### src/design/hsl_pkg.sv
`timescale 1ns / 1ps
// ----------------------------------------------------------------------------
// hsl_pkg: shared types and constants for the hash sequence LCS similarity
// Widths, request codes, popcount masks and the command passed through the
// command queue between the front end and the compute back end.
// ----------------------------------------------------------------------------
package hsl_pkg;

  localparam int MaxLen     = 256;
  localparam int LenW       = $clog2(MaxLen + 1);
  localparam int AddrW      = $clog2(MaxLen);
  localparam int HashW      = 64;
  localparam int ThrW       = 7;
  localparam int FracW      = 16;
  localparam int RatioW     = FracW + 1;
  localparam int QueueDepth = 2;
  localparam int QPtrW      = $clog2(QueueDepth);
  localparam int QCntW      = $clog2(QueueDepth + 1);

  localparam logic [ThrW-1:0] ThrReset = ThrW'(21);

  localparam logic [1:0] ReqLoadA   = 2'd0;
  localparam logic [1:0] ReqLoadB   = 2'd1;
  localparam logic [1:0] ReqCompute = 2'd2;

  localparam logic [HashW-1:0] PopM1 = 64'h5555555555555555;
  localparam logic [HashW-1:0] PopM2 = 64'h3333333333333333;
  localparam logic [HashW-1:0] PopM4 = 64'h0f0f0f0f0f0f0f0f;

  typedef enum logic [1:0] {
    KindLoadA   = 2'd0,
    KindLoadB   = 2'd1,
    KindCompute = 2'd2
  } req_kind_e;

  typedef struct packed {
    req_kind_e        kind;
    logic [HashW-1:0] hash;
  } cmd_t;

endpackage

### src/design/hsl_queue.sv
`timescale 1ns / 1ps
// ----------------------------------------------------------------------------
// hsl_queue: command queue
// A short FIFO of commands that decouples request intake from the compute
// back end.
// ----------------------------------------------------------------------------
module hsl_queue import hsl_pkg::*; (
  input  logic clk_i,
  input  logic rst_ni,
  input  logic push_i,
  input  cmd_t push_cmd_i,
  output logic full_o,
  input  logic pop_i,
  output logic valid_o,
  output cmd_t cmd_o
);

  cmd_t             mem_q [QueueDepth];
  logic [QPtrW-1:0] wr_ptr_q;
  logic [QPtrW-1:0] rd_ptr_q;
  logic [QCntW-1:0] cnt_q;
  logic [QCntW-1:0] cnt_d;

  assign full_o  = (cnt_q == QCntW'(QueueDepth));
  assign valid_o = (cnt_q != '0);
  assign cmd_o   = mem_q[rd_ptr_q];

  always_comb begin
    cnt_d = cnt_q;
    if (push_i && !pop_i) begin
      cnt_d = cnt_q + QCntW'(1);
    end else if (!push_i && pop_i) begin
      cnt_d = cnt_q - QCntW'(1);
    end
  end

  always_ff @(posedge clk_i or negedge rst_ni) begin
    if (!rst_ni) begin
      wr_ptr_q <= '0;
      rd_ptr_q <= '0;
      cnt_q    <= '0;
    end else begin
      cnt_q <= cnt_d;
      if (push_i) begin
        wr_ptr_q <= wr_ptr_q + QPtrW'(1);
      end
      if (pop_i) begin
        rd_ptr_q <= rd_ptr_q + QPtrW'(1);
      end
    end
  end

  always_ff @(posedge clk_i) begin
    if (push_i) begin
      mem_q[wr_ptr_q] <= push_cmd_i;
    end
  end

endmodule

### config.mk
export PLATFORM = sky130hd
export DESIGN_NAME = hsl_queue
export DESIGN_NICKNAME = d
export VERILOG_FILES = /design/src/design/hsl_pkg.sv /design/src/design/hsl_queue.sv
export SDC_FILE = /design/constraint.sdc
export NUM_CORES = 1
export LEC_CHECK = 0
export ABC_CLOCK_PERIOD_IN_PS = 3900
export BUFFER_PORTS_ARGS = -buffer_cell sky130_fd_sc_hd__buf_2
export CORE_MARGIN = 2
export CORE_UTILIZATION = 45
export CTS_CLUSTER_SIZE = 25
export DETAILED_ROUTE_END_ITERATION = 16
export HOLD_SLACK_MARGIN = 0.06
export PLACE_DENSITY = 0.74
export SLEW_MARGIN = 30
export SYNTH_ARGS = -nofsm -noshare
export SYNTH_HDL_FRONTEND = slang
export SYNTH_SLANG_ARGS = --single-unit
### constraint.sdc
create_clock -name clk_i -period 3.9 [get_ports clk_i]
set_input_delay 0.195 -clock clk_i [delete_from_list [all_inputs] [get_ports clk_i]]
set_output_delay 0.195 -clock clk_i [all_outputs]
set_load 0.02 [all_outputs]
Yosys cells after proc, flatten, opt, wreduce, memory -nomap -nowiden:

Memories as Yosys holds them, arrays and structs flattened.
Cells that the tools add are included.

* add/subtract/negate cells: 4
* equal/unequal tests: 1
* muxes and demuxes: 4
* reductions and logical operators: 6

Operators with widths (count)
* $mux W2: 2
* $reduce_bool A2 Y1: 2
* $add A1 B1 Y1 const B: 2
* $add A2 B1 Y2 const B: 1
* $eq A2 B2 Y1 const B: 1
* $logic_and A1 B1 Y1: 2
* $logic_not A1 Y1: 2
* $mux W1: 2
* $sub A2 B1 Y2 const B: 1

* flip-flop bits (word level): 4
* memory bits (writable): 132
* input port bits: 70
* output and inout bits: 68
* word-level logic and storage cells: 19
* memories kept: 1

Memory list
* mem_q: words 2, bits a word 66, rd ports 1, clocked after Yosys merged registers in 0, wr ports 1, RTL line hsl_queue.sv:18 `cmd_t mem_q [QueueDepth];`

Longest topological paths before layout:

Gate-level depths: netlist of the first run.

* depth after elaboration: 4
* gate-level depth with buffers: 5
* gate-level depth less buffers: 5

Worst setup path after synthesis of the first run:

Ideal clock, no wire load.

* path type: flip-flop to flip-flop
* start: register wr_ptr_q
* end: memory mem_q[0][0] (netlist name) (enable)
* setup time: 498 ps
* arrival time: 3335 ps
* required time: 3402 ps
* path slack: 67 ps
* stages on the path, launching flop included: 2
* path buffers: 0
* period minus slack after synthesis: 3833 ps
* cell sequence: dfrtp_1 nor2b_1

RTL lines
* start: declaration: RTL line hsl_queue.sv:19 `logic [QPtrW-1:0] wr_ptr_q;`
* start signal: assignment: RTL line hsl_queue.sv:45 `wr_ptr_q <= wr_ptr_q + QPtrW'(1);`
* end: declaration: RTL line hsl_queue.sv:18

Straight into the memory's write port.

==> results of run 1 <==
==> final cells by class <==
class	instances	area share
sequential	136	0.561
timing repair buffer	209	0.196
multi-input combinational	77	0.131
clock buffer	24	0.0635
tap	140	0.0242
clock inverter	8	0.0233
inverter	1	0.000518
==> routing by layer <==
layer,part of all wire,vias to the layer above,track usage
met1,0.40,1372,0.175
met5,0,-,0
li1,-,1316,-
met3,0.056,12,0.0553
met2,0.53,99,0.286
met4,0.013,0,0.0527
==> worst max-delay path by stage <==
stage                     startpoint           end
final                       rd_ptr_q     cmd_o[65]
after global routing        rd_ptr_q     cmd_o[53]
after CTS                   rd_ptr_q     cmd_o[65]
after detailed placement    wr_ptr_q  mem_q[0][37]
after global placement      rd_ptr_q     cmd_o[65]
after floorplan             wr_ptr_q   mem_q[0][0]
==> power by group through the flow <==
stage	clock network, W	registers, W	logic, W
finish	0.00168	0.00209	0.00157
detailed placement	0	0.00212	0.00152
CTS	0.00170	0.00209	0.00158
global route	0.00178	0.00212	0.00168
global placement	0	0.00220	0.00141
floorplan	0	0.00205	0.00117
==> through the flow <==
stage / worst slack (ps) / area, µm²
detailed placement: 1980 / 5920
finish: 1620 / 7250
global route: 1500 / 7250
floorplan: 66.7 / 5060
CTS: 1560 / 7250
global placement: 1960 / 5890
==> layout by cell type, fill, tap and decap left out, types with 2 or more instances in the layout <==
cell,n
mux2_2,36
mux2_4,30
clkbuf_1,5
clkbuf_16,16
clkbuf_8,3
buf_2,137
xor2_1,4
dfrtp_1,3
dlygate4sd3_1,70
edfxtp_1,132
clkinvlp_4,2
bufinv_16,5
==> state kept, by name (all words and copies together) (netlist names) <==
name,count
mem_q,132
cnt_q,2
rd_ptr_q,1
wr_ptr_q,1
==> what timing repair did <==
item,4_1_cts,5_1_grt
hold buffers,70,0
resized for setup,0,0
hold endpoints to repair,138,0
==> kinds of logic (layout without fill, tap and decap cells) <==
group	Yosys count	in the layout	share of synthesized area
buf+inv	8	242	0.0119
flops	136	136	0.802
simple gates	5	5	0.00568
mux	66	66	0.169
xor+xnor	5	5	0.00865
fa+ha+maj	1	1	0.00247
==> results by group, run 1 <==
Timing
  – Final hold viol count: 0
  – RSZ-0062 raised after global routing: no
  – Final Max Slew Viols: 0
  – Period minus WS final: 2280 ps
  – Relative slew slack: 0.402
  – Final worst hold slack: 422 ps
  – Crit share post-route: 0.584
  – Slew @ Worst Pin: 897 ps
  – Max frequency: approximately 440 MHz
  – Clock Skews: 4.12 ps
  – Final setup viols: 0
  – Setup tns final: 0 ps

Setup path
  – CP max stage delay: ~700 ps
  – CP Cell Sequence: buf_16 > mux2_2 > buf_2
  – R2R Setup Slk: 2010 ps
  – RR Endpoint: mem_q[0][24]
  – Crit path max-delay family: flip-flops
  – Critical path peak fanout: 39
  – CP Capture Type: primary output
  – Crit path kind: reg -> out
  – CP max-delay cell: dfrtp_4
  – Crit. path cell count: 3
  – Arrival @ worst endpoint: ~2100 ps
  – R2R depth: 2
  – CP Launch Type: register
  – Critical path buffers and inverters: 2
  – RR Startpoint: wr_ptr_q
  – CP required: 3700 ps

GRT
  – Vias in the first global route: approximately 3000
  – First-pass GRT wire length: 14200 µm
  – Largest net degree at the start of global routing: 67
  – Initial antenna violation count: 0
  – GRT Overall Usage: 0.159
  – Remaining global-route overflow: 0

Floorplan
  – CORE AREA: 10900 µm²
  – Die X: 110 µm
  – Starting density of the core: 0.465
  – Die Y: ~110 µm
  – Io pins: approximately 140
  – Die area: 12100 µm²
  – Rows: 38

Layout
  – Final #Nets: 513
  – Synth-to-layout area growth: 43.1%
  – Share of cells above drive strength 1: 0.516
  – Finished Layout Cells: 595
  – Area of the multi-input gates: about 950 µm²
  – Fin util: 0.666
  – # diodes: 0
  – Fill cell count: 741
  – Register Area: about 4100 µm²

Power
  – Logic pwr share: 0.294
  – Sequential Power Share: 0.392
  – Power Internal: ~0.0038 W
  – Sw Ratio: 0.288
  – P_sw: 0.00154 W
  – Worst vdd ir: 0.451 mV
  – Pleak: 2.87 nW
  – Clock Power Share: 0.314
  – Total Power: between 0.005 and 0.006 W
  – Cell Pwr Density: 736 nW/µm²

Yosys
  – Top_reg_cell synth: edfxtp_1
  – Share of the synthesized area in the top cell type: 0.783
  – Dominant cells by area after synthesis: edfxtp_1, mux2_4, mux2_2
  – Post-Synthesis Cells: ~220
  – Top-count cell post-synth: edfxtp_1
  – Dominant cell type by area after synthesis: edfxtp_1
  – Commonest cells post-synth: edfxtp_1, mux2_2, mux2_4, dfrtp_1, xor2_1
  – Fraction of registers with async set/reset: 0.0294
  – Post-synth EDFFs: 132
  – Syn Nets: between 200 and 300
  – Post-synthesis area per instance: 22.9 µm²
  – Register area share after synthesis: 0.802
  – Cell variety after synth: 15
  – Yosys warns: 0
  – #FFs+latches synth: 136
  – Synthesized cell area: about 5100 µm²

Min path
  – Hold_sp: push_cmd_i[4]
  – Hold Path Class: in -> reg
  – Hold worst-path end: mem_q[1][4]
  – Hold Path Depth: 2

Clocking
  – Sink Count: 136
  – H-tree levels: 4
  – Clk_lat worst skew: just under 500 ps
  – CTS tree: yes
  – Clock Tree Root: clkbuf_8
  – Post-CTS Setup Inserts: 0
  – Max Root-Sink Buffers: 2
  – Clk slew on worst S/H paths: 60 ps
  – Clock buffer count from CTS: 17

Flow run
  – Max-cap violation count: 0

Place
  – Cells after DPL: 493
  – HPWL after DPL: 5150 µm
  – RD Place Congestion: 0.672
  – Port Buf Inserts: 137

Detailed routing
  – Final ANT Viol Nets: 0
  – Via count: 2799
  – Routed wire length: 9160 µm
  – DR iter-0 viols: 132
  – Via density: 4.70
  – # DRC: 0
  – WL per Instance: 15.4 µm
  – Drt pass-1 iters: 4

Outcome
  – Status: completed
No activity file was read; power rests on OpenSTA's default activity.
==> inputs of run 2 (changes only) <==
--- a/config.mk
+++ b/config.mk
@@ -5,7 +5,7 @@
 export SDC_FILE = /design/constraint.sdc
 export NUM_CORES = 1
 export LEC_CHECK = 0
-export ABC_CLOCK_PERIOD_IN_PS = 3900
+export ABC_CLOCK_PERIOD_IN_PS = 2090
 export BUFFER_PORTS_ARGS = -buffer_cell sky130_fd_sc_hd__buf_2
 export CORE_MARGIN = 2
 export CORE_UTILIZATION = 45
==> constraint.sdc (replaced) <==
create_clock -name clk_i -period 2.09 [get_ports clk_i]
set_input_delay 0.1045 -clock clk_i [delete_from_list [all_inputs] [get_ports clk_i]]
set_output_delay 0.1045 -clock clk_i [all_outputs]
set_load 0.02 [all_outputs]
==> results by group, run 2 (synthesis gave the netlist of run 1 again) <==
Place
  – RD Place Congestion: 0.678
  – Placed inst area: 5970 µm²
  – Port Buf Inserts: 137
  – Cells after DPL: 499
  – HPWL after DPL: 5640 µm

Power
  – Worst vdd ir: ~0.67 mV
  – Pleak: 2.90 nW
  – Sequential Power Share: 0.384
  – Logic pwr share: 0.317
  – Clock Power Share: 0.299
  – Cell Pwr Density: 1360 nW/µm²
  – P_sw: roughly 0.0029 W
  – Sw Ratio: 0.297
  – Power Internal: 0.00698 W

Timing
  – Max frequency: 522 MHz
  – Final Max Slew Viols: 0
  – Crit share post-route: 0.917
  – Period minus WS final: 1920 ps
  – RSZ-0062 raised after global routing: no
  – Slew @ Worst Pin: approximately 330 ps
  – Clock Skews: 7.91 ps
  – Final setup viols: 0
  – Setup tns final: 0 ps
  – Relative slew slack: 0.782
  – Final hold viol count: 0

Detailed routing
  – Final ANT Viol Nets: 0
  – # DRC: 0
  – Routed wire length: 9270 µm
  – DR iter-0 viols: 106
  – Via density: 4.62
  – Drt pass-1 iters: 4
  – Via count: 2798
  – WL per Instance: between 15 and 20 µm

Layout
  – Synth-to-layout area growth: 44.2%
  – Leading cell types in the layout, fill and taps excluded: buf_2, edfxtp_1, dlygate4sd3_1
  – Fill cell count: approximately 750
  – Share of cells above drive strength 1: 0.531
  – Finished Layout Cells: 605
  – Final #Nets: 523
  – Largest Register: mem_q
  – Commonest non-fill, non-tap cell in the layout: buf_2
  – Largest register FFs: 132
  – Largest regs: mem_q: 132 flops, cnt_q: 2 flops
  – Post-layout instance area: 7300 µm²
  – # diodes: 0

Floorplan
  – CORE AREA: 10900 µm²
  – Die X: 110 µm
  – Starting density of the core: 0.465
  – Io pins: around 140
  – Rows: 38
  – Die area: 12100 µm²
  – Die Y: 110 µm

Setup path
  – CP Launch Type: register
  – R2R depth: 2
  – RR Endpoint: mem_q[1][58]
  – Arrival @ worst endpoint: 1810 ps
  – CP max-delay cell: dfrtp_4
  – Critical path buffers and inverters: 2
  – CP required: 1990 ps
  – Crit. path cell count: 3
  – Crit path max-delay family: flip-flops
  – CP Cell Sequence: buf_12 > mux2_2 > buf_2
  – Crit path kind: reg -> out
  – CP max stage delay: 520 ps
  – RR Startpoint: wr_ptr_q
  – R2R Setup Slk: 820 ps
  – CP Capture Type: primary output
  – Critical path peak fanout: 33

Clocking
  – Clk slew on worst S/H paths: 60 ps
  – Clock Tree Root: clkbuf_8
  – Sink Count: 136
  – Clk_lat worst skew: about 510 ps
  – H-tree levels: 4
  – Clock buffer count from CTS: 17
  – Max Root-Sink Buffers: 2
  – CTS tree: yes

GRT
  – Vias in the first global route: 2838
  – First-pass GRT wire length: 13500 µm
  – GRT Overall Usage: 0.155
  – Remaining global-route overflow: 0
  – Initial antenna violation count: 0
  – Largest net degree at the start of global routing: 44

Min path
  – Hold Path Depth: 2
  – Hold worst-path end: mem_q[0][21]
  – Hold Path Class: in -> reg
  – Hold_sp: push_cmd_i[21]

Outcome
  – Status: completed

Flow run
  – Max-cap violation count: 0
## run 2: changes by cell type in the layout (fill, tap and decap cells not counted)
| cell | change |
|---|---|
| buf_4 | +8 |
| clkbuf_1 | -3 |
| clkinvlp_4 | +3 |
| buf_12 | +2 |
| clkbuf_8 | -2 |
| and2_2 | +1 |
| and2_4 | -1 |
| buf_16 | -1 |
| buf_6 | +1 |
| bufinv_16 | -1 |
| clkinv_1 | +1 |
| clkinv_2 | +1 |
| clkinv_4 | +1 |
## run 2: worst max-delay path by stage
stage	from	end	slack (ps)
finish	rd_ptr_q	cmd_o[47]	170
floorplan	wr_ptr_q	mem_q[0][0]	260
global route	rd_ptr_q	cmd_o[47]	90
detailed placement	rd_ptr_q	cmd_o[0]	600
CTS	rd_ptr_q	cmd_o[52]	40
global placement	rd_ptr_q	cmd_o[51]	610
## run 2: layer usage
layer / part of all wire / up-vias / wire, µm / track usage
li1: - / 1343 / - / -
met1: 0.40 / 1352 / 3750 / 0.170
met2: 0.52 / 96 / 4860 / 0.271
met3: 0.064 / 7 / 590 / 0.0629
met4: 0.0071 / 0 / 66 / 0.0536
met5: 0 / - / 0 / 0
## run 2: final cells by class
type / instances / area, µm² / area share
multi-input cells: 77 / 950 / 0.130
well taps: 140 / 175 / 0.0240
flip-flops and latches: 136 / 4070 / 0.557
inverters: 1 / 3.75 / 0.000514
clock inverters: 13 / 179 / 0.0245
clock buffers: 19 / 422 / 0.0577
repair buffers: 219 / 1510 / 0.206
## run 2: power groups by stage
stage / logic [W] / clock network, W / registers [W]
after global routing: 0.00338 / 0.00317 / 0.00385
after global placement: 0.00297 / 0 / 0.00385
final: 0.00315 / 0.00297 / 0.00381
after floorplan: 0.00219 / 0 / 0.00379
after CTS: 0.00310 / 0.00303 / 0.00384
after detailed placement: 0.00299 / 0 / 0.00389
## run 2: stage by stage
step / total power (W) / utilization / hold WS (ps) / setup WS [ps]
after floorplan: 0.00597 / - / -191 / 264
after global placement: 0.00682 / 0.548 / -81.2 / 614
after detailed placement: 0.00688 / 0.548 / -77.0 / 597
after CTS: 0.00997 / 0.668 / 284 / 44.7
after global routing: 0.0104 / 0.671 / 291 / 89.4
final: 0.00993 / 0.671 / 316 / 174
## run 2: what timing repair did
item | in CTS | in global routing
resized for setup | 0 | 1
hold buffers | 70 | 0
endpoints found under the setup margin | 0 | 3
hold endpoints to repair | 139 | 0
setup buffers | 0 | 4
==> inputs of run 3 (changes only) <==
==> constraint.sdc (replaced) <==
create_clock -name clk_i -period 2.09 [get_ports clk_i]
set_input_delay 0.3135 -clock clk_i [delete_from_list [all_inputs] [get_ports clk_i]]
set_output_delay 0.3135 -clock clk_i [all_outputs]
set_load 0.02 [all_outputs]
==> results by group, run 3 (synthesis gave the netlist of run 1 again) <==
Outcome
  – Status: completed

Layout
  – Commonest non-fill, non-tap cell in the layout: buf_2
  – Fin util: 0.672
  – Final #Nets: about 520
  – Share of cells above drive strength 1: 0.536
  – # diodes: 0
  – Largest regs: mem_q: 132 flops, cnt_q: 2 flops
  – Synth-to-layout area growth: 44.4%
  – Post-layout instance area: around 7300 µm²
  – Leading cell types in the layout, fill and taps excluded: buf_2, edfxtp_1, dlygate4sd3_1
  – Largest Register: mem_q
  – Largest register FFs: approximately 130

Timing
  – Clock Skews: ~9.1 ps
  – Period minus WS final: approximately 2000 ps
  – Crit share post-route: 0.972
  – RSZ-0062 raised after global routing: yes
  – Relative slew slack: 0.692
  – Post-layout worst setup margin: around 60 ps
  – Max frequency: 492 MHz
  – Setup tns final: 0 ps
  – Final Max Slew Viols: 0
  – Slew @ Worst Pin: about 460 ps
  – Final setup viols: 0
  – Final hold viol count: 0

Place
  – Port Buf Inserts: 137
  – Place WS: 370 ps
  – RD Place Congestion: 0.663
  – Placed inst area: 5960 µm²
  – HPWL after DPL: ~5700 µm

Detailed routing
  – # DRC: 0
  – Via count: 2785
  – WL per Instance: 15.4 µm
  – Drt pass-1 iters: 4
  – DR iter-0 viols: 96
  – Routed wire length: 9250 µm
  – Via density: 4.63
  – Final ANT Viol Nets: 0

Setup path
  – Critical path peak fanout: 21
  – R2R Setup Slk: 740 ps
  – Crit path kind: reg -> out
  – CP Capture Type: primary output
  – CP required: 1780 ps
  – CP Launch Type: register
  – Arrival @ worst endpoint: between 1500 and 2000 ps

GRT
  – First-pass GRT wire length: between 10000 and 15000 µm
  – Largest net degree at the start of global routing: 36
  – Remaining global-route overflow: 0
  – GRT Overall Usage: 0.159
  – Vias in the first global route: around 3000
  – Initial antenna violation count: 0

Power
  – Clock Power Share: 0.314
  – Sequential Power Share: 0.376
  – Logic pwr share: 0.310
  – Pleak: 2.92 nW
  – P_sw: 0.00299 W
  – Sw Ratio: 0.296
  – Cell Pwr Density: 1380 nW/µm²
  – Worst vdd ir: ~0.76 mV
  – Power Internal: 0.00712 W

Floorplan
  – Starting density of the core: 0.465
  – Rows: 38
  – CORE AREA: 10900 µm²
  – Io pins: 138
  – Die X: 110 µm
  – Die area: 12100 µm²
  – Die Y: 110 µm

Clocking
  – Sink Count: 136
  – Clk slew on worst S/H paths: 50 ps
  – CTS tree: yes
  – H-tree levels: 4
  – Clock buffer count from CTS: 17
  – Clock Tree Root: clkbuf_8
  – Max Root-Sink Buffers: 2
  – Clk_lat worst skew: 510 ps

Flow run
  – Max-cap violation count: 0

Min path
  – Hold Path Class: in -> async
==> run 3: power by group through the flow <==
stage | logic, W | clock network, W | registers (W)
floorplan | 0.00219 | 0 | 0.00379
global placement | 0.00294 | 0 | 0.00388
detailed placement | 0.00296 | 0 | 0.00391
CTS | 0.00316 | 0.00324 | 0.00381
global route | 0.00336 | 0.00334 | 0.00385
finish | 0.00313 | 0.00317 | 0.00380
==> run 3: metrics by stage <==
step	std cells	hold slack (ps)	power (W)
4_1_cts	601	107	0.0102
3_3_place_gp	498	125	0.00682
3_5_place_dp	498	127	0.00687
6_report	601	149	0.0101
2_1_floorplan	221	17.9	0.00597
5_1_grt	601	147	0.0106
==> run 3: worst paths after layout <==
| check | from | to | cells past startpoint |
|---|---|---|---|
| setup / recovery | rd_ptr_q | cmd_o[50] | 3 |
| hold / removal | rst_ni | rd_ptr_q | 2 |
| setup reg to reg | wr_ptr_q | mem_q[1][8] | 2 |
| hold reg to reg | cnt_q[1] | cnt_q[1] | 1 |
| max in group asynchronous | rst_ni | rd_ptr_q | 2 |
| min in group clk_i | cnt_q[1] | cnt_q[1] | 1 |
==> run 3: worst max-delay path, cell delays in order (launching register included) <==
cell and delay [ps]:
dfrtp_4 480, buf_12 210, mux2_2 350, buf_2 160
==> run 3: timing repair <==
item                                    in CTS  in global routing
hold endpoints to repair                   138                  0
endpoints found under the setup margin      52                  6
cloned                                       0                  0
hold buffers                                69                  0
resized for setup                            1                  2
setup buffers                                2                  0
==> run 3: per-layer routing <==
layer / vias to the layer above / track usage / share of wire / routed length (µm)
met1: 1345 / 0.169 / 0.40 / 3720
met4: 0 / 0.0830 / 0.011 / 105
met2: 98 / 0.284 / 0.54 / 4970
met3: 9 / 0.0494 / 0.050 / 463
met5: - / 0 / 0 / 0
li1: 1333 / - / - / -
==> run 3: final cells by class <==
class / instances / area, µm²
well taps: 140 / 175
clock inverters: 14 / 223
clock buffers: 18 / 418
repair buffers: 215 / 1480
inverters: 1 / 3.75
flip-flops and latches: 136 / 4070
fillers: 747 / 3570
multi-input cells: 77 / 953
